===== config.mk =====
export PLATFORM = sky130hd
export DESIGN_NAME = cpp_sqrt
export DESIGN_NICKNAME = d
export VERILOG_FILES = /design/src/hw/rtl/cpp_pkg.sv /design/src/hw/rtl/cpp_sqrt.sv
export SDC_FILE = /design/constraint.sdc
export NUM_CORES = 1
export LEC_CHECK = 0
export CORE_UTILIZATION = 50
export CTS_CLUSTER_DIAMETER = 50
export CTS_CLUSTER_SIZE = 30
export DETAILED_ROUTE_END_ITERATION = 7
export DONT_BUFFER_PORTS = 1
export PLACE_DENSITY_LB_ADDON = 0.1
export SETUP_SLACK_MARGIN = 0.2
export SYNTH_ARGS = -nofsm -noshare
export SYNTH_HDL_FRONTEND = slang
export SYNTH_SLANG_ARGS = --single-unit

===== constraint.sdc =====
create_clock -name clk_i -period 3.4 [get_ports clk_i]
set_clock_uncertainty 0.05 [all_clocks]
set_input_delay 0.34 -clock clk_i [delete_from_list [all_inputs] [get_ports clk_i]]
set_output_delay 0.34 -clock clk_i [all_outputs]
set_load 0.005 [all_outputs]

===== src/hw/rtl/cpp_pkg.sv =====
// Package for the closest-pair block: sizes and status codes.
// Used by the top level and its arithmetic units.
package cpp_pkg;
  localparam int unsigned MaxPointsDef = 1024;
  localparam int unsigned FracBitsDef  = 20;
  localparam int unsigned CoordW       = 31;
  localparam int unsigned SqW          = 63;
  localparam int unsigned RootW        = 52;
  localparam int unsigned StatusW      = 2;

  typedef enum logic [StatusW-1:0] {
    StatusOk       = 2'd0,
    StatusTooFew   = 2'd1,
    StatusOverflow = 2'd2
  } status_e;
endpackage


===== src/hw/rtl/cpp_sqrt.sv =====
// Bit-serial fixed-point square root: one result bit per cycle.
// Depends on cpp_pkg.
module cpp_sqrt #(
  parameter int unsigned FracBits = cpp_pkg::FracBitsDef
) (
  input  logic                      clk_i,
  input  logic                      rst_ni,
  input  logic                      start_i,
  input  logic [cpp_pkg::SqW-1:0]   radicand_i,
  output logic                      done_o,
  output logic [cpp_pkg::RootW-1:0] root_o
);
  import cpp_pkg::*;
  localparam int unsigned Steps = 32 + FracBits;
  localparam int unsigned OpW   = 2 * Steps;
  localparam int unsigned CntW  = $clog2(Steps + 1);

  logic [OpW-1:0]   op_q, op_d;
  logic [Steps+1:0] rem_q, rem_d;
  logic [Steps-1:0] root_q, root_d;
  logic [CntW-1:0]  cnt_q, cnt_d;
  logic             busy_q, busy_d, done_q, done_d;
  logic [Steps+1:0] trial, shifted;

  // One restoring step per cycle on the top two radicand bits
  always_comb begin
    op_d = op_q; rem_d = rem_q; root_d = root_q;
    cnt_d = cnt_q; busy_d = busy_q; done_d = 1'b0;
    shifted = {rem_q[Steps-1:0], op_q[OpW-1 -: 2]};
    trial   = {root_q, 2'b01};
    if (start_i) begin
      op_d   = OpW'(radicand_i) << (2 * FracBits);
      rem_d  = '0; root_d = '0;
      cnt_d  = CntW'(Steps); busy_d = 1'b1;
    end else if (busy_q) begin
      op_d = op_q << 2;
      if (shifted >= trial) begin
        rem_d  = shifted - trial;
        root_d = {root_q[Steps-2:0], 1'b1};
      end else begin
        rem_d  = shifted;
        root_d = {root_q[Steps-2:0], 1'b0};
      end
      cnt_d = cnt_q - 1'b1;
      if (cnt_q == CntW'(1)) begin
        busy_d = 1'b0; done_d = 1'b1;
      end
    end
  end

  always_ff @(posedge clk_i or negedge rst_ni) begin
    if (!rst_ni) begin
      busy_q <= 1'b0; done_q <= 1'b0; cnt_q <= '0;
    end else begin
      busy_q <= busy_d; done_q <= done_d; cnt_q <= cnt_d;
    end
  end

  always_ff @(posedge clk_i) begin
    op_q <= op_d; rem_q <= rem_d; root_q <= root_d;
  end

  assign done_o = done_q;
  assign root_o = RootW'(root_q);
endmodule


== Word level (Yosys, flattened, before mapping) ==
Index checks and enable logic that the tools add are counted.
Operators by class
  muxes and demuxes: 12
  bitwise operators: 0
  multiply operators: 0
  eq/ne operators: 1
  reductions and logical operators: 1
  add/sub/neg operators: 2
  div/mod/pow operators: 0
  $lt $le $gt $ge: 1
  shifts and indexed selects: 0
Operators by type and width (count)
  $mux 103: 2
  $ge 54x54->1: 1
  $mux 52: 1
  $sub 52x52->52: 1
  $mux 6: 2
  $mux 1: 7
  $eq 6x1->1 const B: 1
  $sub 6x1->6 const B: 1
  $reduce_bool 2->1: 1
Storage, ports and cells
  word-level logic and storage cells: 24
  memory bits (read-only): 0
  register bits after elaboration: 176
  memories: 0
  memory bits (writable): 0
  output and inout port bits: 53
  bits in latches: 0
  input port bits: 66

== Depth between registers and ports, before layout ==
Gate-level depths: netlist of run 1.
  depth after elaboration: 4
  gate-level depth with buffers: 16

== Worst setup path before layout of run 1 ==
No wires, ideal clock.
  path kind: flip-flop to flip-flop
  start point: reg root_q[1], in the netlist root_o[1]
  end point: reg rem_q[51]
  stages on the path, launching flop included: 14
  library setup time: 92 ps
  clock period less this slack: 2962 ps
  arrival: 2820 ps
  setup slack: 438 ps
  cell sequence: dfxtp_1 > inv_1 > ha_1 > o211a_1 > a211o_1 > nand4_1 > a211o_1 > a211oi_1 > o21ai_2 > o31ai_4 > a31oi_1 > o21ai_1 > mux2_1 > o32ai_1
Between the ends
  longest elaborated chain between the ends: 2
RTL lines
  start, declared: RTL line cpp_sqrt.sv:20  | logic [Steps-1:0] root_q, root_d;
  start signal, assigned: RTL line cpp_sqrt.sv:60  | op_q <= op_d; rem_q <= rem_d; root_q <= root_d;
  $sub 52x52->52 / $ge 54x54->1 (equally long branches): RTL line cpp_sqrt.sv:38, cpp_sqrt.sv:37
  $mux 52 (*): RTL line cpp_sqrt.sv:37  | if (shifted >= trial) begin
  end signal, assigned: RTL line cpp_sqrt.sv:60
  end, declared: RTL line cpp_sqrt.sv:19  | logic [Steps+1:0] rem_q, rem_d;
Mark *: on every way between the ends. The rest lies on a longest branch, timed or not.
A chain may end at the register's enable or synchronous reset.

== Worst setup path in the final report of run 1 ==
  start point: reg root_q[0], in the netlist root_o[0]
  end point: reg rem_q[51]
The elaborated chain is that of the path after synthesis.

==> results of run 1 <==
[metal layers]
layer  vias to the layer above  track usage  wire (um)
li1                       3897            -          -
met1                      3657        0.295      11000
met2                       187        0.332      10100
met3                        21       0.0569       1370
met4                         0       0.0589        295
met5                         -            0          0
[worst max path at each step]
stage          slack (ps)  cells past startpoint  startpoint   endpoint
6_report              300                     14   root_o[0]  rem_q[51]
5_1_grt               170                     14  root_o[23]  rem_q[50]
4_1_cts               200                     13   root_o[1]  rem_q[51]
3_5_place_dp          -60                     13   root_o[0]  rem_q[51]
3_3_place_gp          -30                     13   root_o[0]  rem_q[51]
2_1_floorplan         440                     13   root_o[1]  rem_q[51]
[layout by cell type, fill, tap and decap left out, types with 4 or more instances in the layout]
| master | synthesis | routed |
|---|---|---|
| nor2_1 | 150 | 150 |
| dfxtp_1 | 105 | 98 |
| a21oi_1 | 75 | 72 |
| mux2i_1 | 69 | 69 |
| inv_1 | 66 | 64 |
| edfxtp_1 | 63 | 63 |
| mux2_2 | 62 | 62 |
| buf_4 | 0 | 54 |
| nand2_1 | 46 | 45 |
| a211oi_1 | 42 | 40 |
| ha_1 | 56 | 36 |
| xnor2_1 | 34 | 34 |
| o21ai_0 | 35 | 33 |
| a21o_1 | 32 | 32 |
| xor2_1 | 18 | 18 |
| nand4_1 | 17 | 17 |
| clkbuf_16 | 0 | 17 |
| nand3_1 | 13 | 12 |
| ha_4 | 0 | 11 |
| ha_2 | 0 | 9 |
| and3_1 | 8 | 8 |
| a31oi_1 | 9 | 8 |
| o21bai_1 | 8 | 7 |
| a22oi_1 | 7 | 7 |
| dfrtp_1 | 8 | 7 |
| and2_1 | 6 | 6 |
| nor2b_1 | 6 | 6 |
| o21ai_1 | 7 | 6 |
| nand2b_1 | 6 | 6 |
| dfxtp_2 | 0 | 6 |
| a21oi_2 | 3 | 5 |
| o211ai_1 | 5 | 5 |
| o21a_1 | 5 | 5 |
| clkinv_8 | 0 | 5 |
| nor3_1 | 5 | 4 |
| a211o_1 | 4 | 4 |
| o21ai_2 | 1 | 4 |
| inv_6 | 0 | 4 |
| buf_12 | 0 | 4 |
[worst max-delay path, stage by stage (launching register included)]
cell	delay [ps]
dfxtp_2	340
inv_2	50
ha_4	270
o211a_1	170
a211o_1	140
nand4_1	120
a211o_1	380
a211oi_2	280
o21ai_2	130
o31ai_4	230
buf_6	150
a31oi_4	100
o21ai_2	200
mux2_4	320
o32ai_2	80
[metrics by stage]
step	cells	setup TNS [ps]	setup WS (ps)	hold slack [ps]
floorplan	1079	0	438	-5.59
global placement	1322	-34.4	-34.4	-4.99
detailed placement	1322	-61.4	-61.4	-5.01
CTS	1365	0	202	40.4
global route	1380	0	170	46.5
finish	1380	0	302	54.4
[cells by family (layout without fill, tap and decap cells)]
| group | count (synthesis) | count (layout) | share of synthesized area |
|---|---|---|---|
| simple gates | 275 | 275 | 0.122 |
| buf+inv | 129 | 160 | 0.0497 |
| xor+xnor | 52 | 52 | 0.0444 |
| mux | 132 | 132 | 0.137 |
| compound gates | 259 | 259 | 0.170 |
| fa+ha+maj | 56 | 56 | 0.0683 |
| flops | 176 | 176 | 0.409 |
[final cells by class]
type | count | area (um^2) | area share
Clock buffer | 17 | 425 | 0.0360
Clock inverter | 15 | 180 | 0.0152
Inverter | 66 | 248 | 0.0210
Multi-Input combinational cell | 774 | 5880 | 0.497
Sequential cell | 176 | 4210 | 0.356
Tap cell | 270 | 338 | 0.0286
Timing Repair Buffer | 62 | 546 | 0.0461
[what timing repair did]
action                                  CTS  global route
endpoints found under the setup margin   18            52
buffers inserted                          9            15
pin swaps                                11            29
hold endpoints to repair                109             0
hold buffers                              2             0
resized for setup                        16            53
[cell usage after synthesis (4+ instances only)]
library cell  number
a211oi_1          42
clkbuf_1          49
xor2_1            18
a31oi_1            9
dfxtp_1          105
o21ai_0           35
dfrtp_1            8
o21a_1             5
buf_2              8
nand2b_1           6
o211ai_1           5
mux2_2            62
edfxtp_1          63
nand4_1           17
nor2b_1            6
nor3_1             5
o21ai_1            7
and3_1             8
nor2_1           150
a211o_1            4
buf_1              4
ha_1              56
nand2_1           46
and2_1             6
a21o_1            32
a21oi_1           75
o21bai_1           8
xnor2_1           34
inv_1             66
a22oi_1            7
mux2i_1           69
nand3_1           13
[sequential cells by signal (all words and copies together), names as in the netlist]
name and flops:
root_o 52, cnt_q 6, rem_q 52, done_o 1
op_q 64, busy_q 1
[where the power goes]
group | switching, uW | total (uW) | internal (uW)
registers | 218 | 2730 | 2510
clock network | 1020 | 2020 | 999
logic | 3390 | 6500 | 3100
total | 4630 | 11200 | 6610
==> results.sh, run 1 <==
export IMPL_whs_path_depth=1
export IMPL_required_ps=3700
export IMPL_final_nets=1219
export IMPL_final_antenna_net_count=0
export IMPL_grt_setup_unrepaired="yes"
export IMPL_fill_cells=1775
export IMPL_rr_worst_depth=14
export IMPL_diodes=0
export IMPL_synth_avg_cell_area_um2=9.50
export IMPL_dr_total_vias=7762
export IMPL_vias_per_cell=5.62
export IMPL_clockRootBuffer="clkbuf_16"
export IMPL_relSlewSlack=0.245
export IMPL_synth_area_um2=10300
export IMPL_placement_cell_area_um2=10600
export IMPL_r2r_start="root_o[0]"
export IMPL_synth_seq_cells=176
export IMPL_path_class="reg -> reg"
export IMPL_clk_pin_slew_ps=80
export IMPL_min_path_type="in -> reg"
export IMPL_antenna_found_initial=0
export IMPL_fin_util=0.586
export IMPL_hpwl_um=15200
export IMPL_total_power_uw=11200
export IMPL_finalSetupViolCount=0
export IMPL_grt_overflow=0
export IMPL_worstHoldStart="radicand_i[1]"
export IMPL_grt_max_degree=102
export IMPL_synth_area_leader_cell="dfxtp_1"
export IMPL_hold_viol=0
export IMPL_netlist_area_leader_share=0.205
export IMPL_portBuffers=0
export IMPL_cts_tree="yes"
export IMPL_outcome="finished, final reports clean"
export IMPL_synth_edf_count=63
export IMPL_rrSetupSlack_ps=300
export IMPL_power_density_nw_per_um2=951
export IMPL_grt_pass1_wl_um=37500
export IMPL_drt_wl_total_um=22800
export IMPL_arrival_ps=3400
export IMPL_worstSkewPairLatency_ps=440
export IMPL_track_usage=0.215
export IMPL_area_delta_synth_final_pct=15.3
export IMPL_worst_pin_slew_ps=1130
export IMPL_design_area_um2=11800
export IMPL_core_area_um2=20200
export IMPL_r2r_end="rem_q[51]"
export IMPL_critPathLaunchType="flip-flop"
export IMPL_die_h_um=145
export IMPL_async_flop_share=0.0455
export IMPL_die_w_um=145
export IMPL_yosys_warnings=0
export IMPL_ys_seq_area_frac=0.409
export IMPL_min_period_over_period=0.911
export IMPL_cts_buffer_depth=2
export IMPL_synth_cells=1079
export IMPL_fmax_ghz=0.323
export IMPL_drt_iter0_markers=429
export IMPL_cp_end_kind="flip-flop"
export IMPL_die_area_um2=21100
export IMPL_synthTopCellsByArea="dfxtp_1 20%, edfxtp_1 18%, ha_1 6.8%"
export IMPL_route_detailed_drc=0
export IMPL_hold_end="op_q[41]"
export IMPL_vdd_ir_drop_worst_mv=0.433
export IMPL_firstDrtPassIters=5
export IMPL_drive_gt1_frac=0.202
export IMPL_yosys_most_used_dff="dfxtp_1"
export IMPL_cts_buffers=17
export IMPL_gp_congestion=0.876
export IMPL_crit_fanout=4
export IMPL_pin_count=119
export IMPL_final_max_slew_viol_count=0
export IMPL_drv_cap=0
export IMPL_num_rows=52
export IMPL_routedWlPerCell_um=16.5
export IMPL_fin_crit_ps=3100
export IMPL_start_util=0.508
export IMPL_clock_sinks=176
export IMPL_leakage_uw=0.00510
export IMPL_cts_htree_levels=4
export IMPL_syn_num_nets=1201
export IMPL_grt_pass1_vias=7497
export IMPL_yosys_cell_types_count=66
No activity file was read; power rests on OpenSTA's default activity.
==> run 2: changes to the inputs <==
Clock period 3.4 ns to 3.08 ns, I/O delays scaled along.
==> run 2 against run 1 <==
Against the previous run:
- fmax grew 3.0%
- die area is the same
- routed wire length grew 13%
- sequential share of layout area shrank 4.4 points
- sequential power grew 11%
- final cell count grew 8.1%
- power grew 36%
==> results.sh, run 2 (synthesized netlist as in run 1, its figures left out) <==
export IMPL_final_common_cell="nor2_1"
export IMPL_final_cell_mix="128 x nor2_1, 122 x buf_4, 84 x dfxtp_1"
export IMPL_worstSkewPairLatency_ps=450
export IMPL_clockRootBuffer="clkbuf_16"
export IMPL_fill_cells=1640
export IMPL_portBuffers=0
export IMPL_hold_slack_ps=14.0
export IMPL_placement_cell_area_um2=11200
export IMPL_grt_pass1_wl_um=41500
export IMPL_grt_max_degree=115
export IMPL_min_path_type="in -> reg"
export IMPL_grt_setup_unrepaired="yes"
export IMPL_hold_viol=0
export IMPL_core_area_um2=20200
export IMPL_cts_buffers=17
export IMPL_final_antenna_net_count=0
export IMPL_gp_congestion=0.887
export IMPL_cts_buffer_depth=2
export IMPL_final_nets=1331
export IMPL_die_w_um=145
export IMPL_dr_total_vias=8348
export IMPL_stdcell_count=1492
export IMPL_die_h_um=145
export IMPL_path_buf_inv=3
export IMPL_cp_end_kind="flip-flop"
export IMPL_largest_register_ffs=64
export IMPL_num_rows=52
export IMPL_drt_wl_total_um=25700
export IMPL_die_area_um2=21100
export IMPL_critical_path_top_delay_family="compound AO/OA/AOI/OAI gates"
export IMPL_grt_overflow=0
export IMPL_relSlewSlack=0.480
export IMPL_antenna_found_initial=0
export IMPL_cts_htree_levels=4
export IMPL_vias_per_cell=5.60
export IMPL_critPathMostFrequentCell="a21oi_2"
export IMPL_slowest_delay_ps=340
export IMPL_fin_crit_ps=3010
export IMPL_arrival_ps=3280
export IMPL_grt_pass1_vias=8437
export IMPL_final_max_slew_viol_count=0
export IMPL_clk_pin_slew_ps=80
export IMPL_diodes=0
export IMPL_critPathLaunchType="flip-flop"
export IMPL_cts_tree="yes"
export IMPL_routedWlPerCell_um=17.2
export IMPL_track_usage=0.242
export IMPL_finalSetupViolCount=0
export IMPL_total_power_uw=15300
export IMPL_crit_slowest_cell="dfxtp_1"
export IMPL_worst_pin_slew_ps=779
export IMPL_outcome="finished, final reports clean"
export IMPL_fmax_ghz=0.332
export IMPL_design_area_um2=13500
export IMPL_placedCellCount=1393
export IMPL_vdd_ir_drop_worst_mv=0.745
export IMPL_clock_sinks=176
export IMPL_area_delta_synth_final_pct=31.8
export IMPL_start_util=0.508
export IMPL_multiInputGateArea_um2=6480
export IMPL_drive_gt1_frac=0.343
export IMPL_required_ps=3360
export IMPL_register_area_um2=4220
export IMPL_min_period_over_period=0.977
export IMPL_drt_iter0_markers=436
export IMPL_route_detailed_drc=0
export IMPL_regMostFlops="op_q"
export IMPL_pin_count=119
export IMPL_crit_chain="inv_1 -> ha_1 -> buf_4 -> and4_1 -> a21oi_2 -> a21boi_4 -> a211oi_4 -> a21oi_2 -> a31oi_4 -> buf_12 -> mux2_4 -> mux2i_1 -> nor2_1"
export IMPL_drv_cap=0
export IMPL_firstDrtPassIters=5
export IMPL_crit_fanout=7
export IMPL_leakage_uw=0.00590
export IMPL_path_class="reg -> reg"
export IMPL_power_density_nw_per_um2=1130
export IMPL_hpwl_um=16000
==> run 2: cell types whose count changed in the layout (fill, tap and decap cells not counted), moves of 13 or more <==
cell	delta
nor2_1	-22
buf_4	+68
dfxtp_1	-14
dlygate4sd3_1	+30
dfxtp_2	+15
nor2_4	+15
o21ai_0	-13
a21oi_2	+29
a21oi_1	-33
==> run 2: through the flow <==
| stage | setup TNS, ps | util | setup slack [ps] |
|---|---|---|---|
| after global placement | -4.26 | 0.558 | -2.26 |
| after floorplan | 0 | - | 198 |
| after detailed placement | -181 | 0.558 | -75.2 |
| after CTS | 0 | 0.641 | 88.7 |
| final | 0 | 0.670 | 71.8 |
| after global routing | -205 | 0.670 | -52.9 |
==> run 2: layout make-up <==
class                   count  area share
well taps                 270      0.0250
clock inverters            15      0.0147
clock buffers              17      0.0315
inverters                  66      0.0183
flip-flops and latches    176       0.312
repair buffers            174       0.119
multi-input cells         774       0.479
==> run 2: path summary, 6_finish.rpt <==
| check | from | end | slack [ps] | cells past startpoint |
|---|---|---|---|---|
| min in group asynchronous | rst_ni | done_o | 160 | 1 |
| max in group asynchronous | rst_ni | busy_q | 2510 | 1 |
| worst max-delay path | root_o[17] | rem_q[25] | 70 | 13 |
| worst min-delay path | radicand_i[0] | op_q[40] | 10 | 1 |
| worst min register to register | rem_q[34] | rem_q[34] | 460 | 2 |
| worst max register to register | root_o[17] | rem_q[25] | 70 | 13 |
==> run 2: routing by layer <==
| layer | global-route usage | part of all wire |
|---|---|---|
| met4 | 0.0774 | 0.018 |
| met2 | 0.393 | 0.47 |
| met5 | 0 | 0 |
| met1 | 0.318 | 0.46 |
| met3 | 0.0582 | 0.053 |
==> run 2: power by group <==
group          internal [uW]  switching [uW]  total [uW]
logic                   5050            4960       10000
registers               2770             268        3040
clock network           1120            1140        2260
==> run 2: what timing repair did <==
item,in CTS,in global routing
endpoints found under the setup margin,53,53
endpoints found under the hold margin,109,0
resized for setup,128,112
hold buffers,32,0
setup buffers,20,10
cloned,5,0
pin swaps,72,51
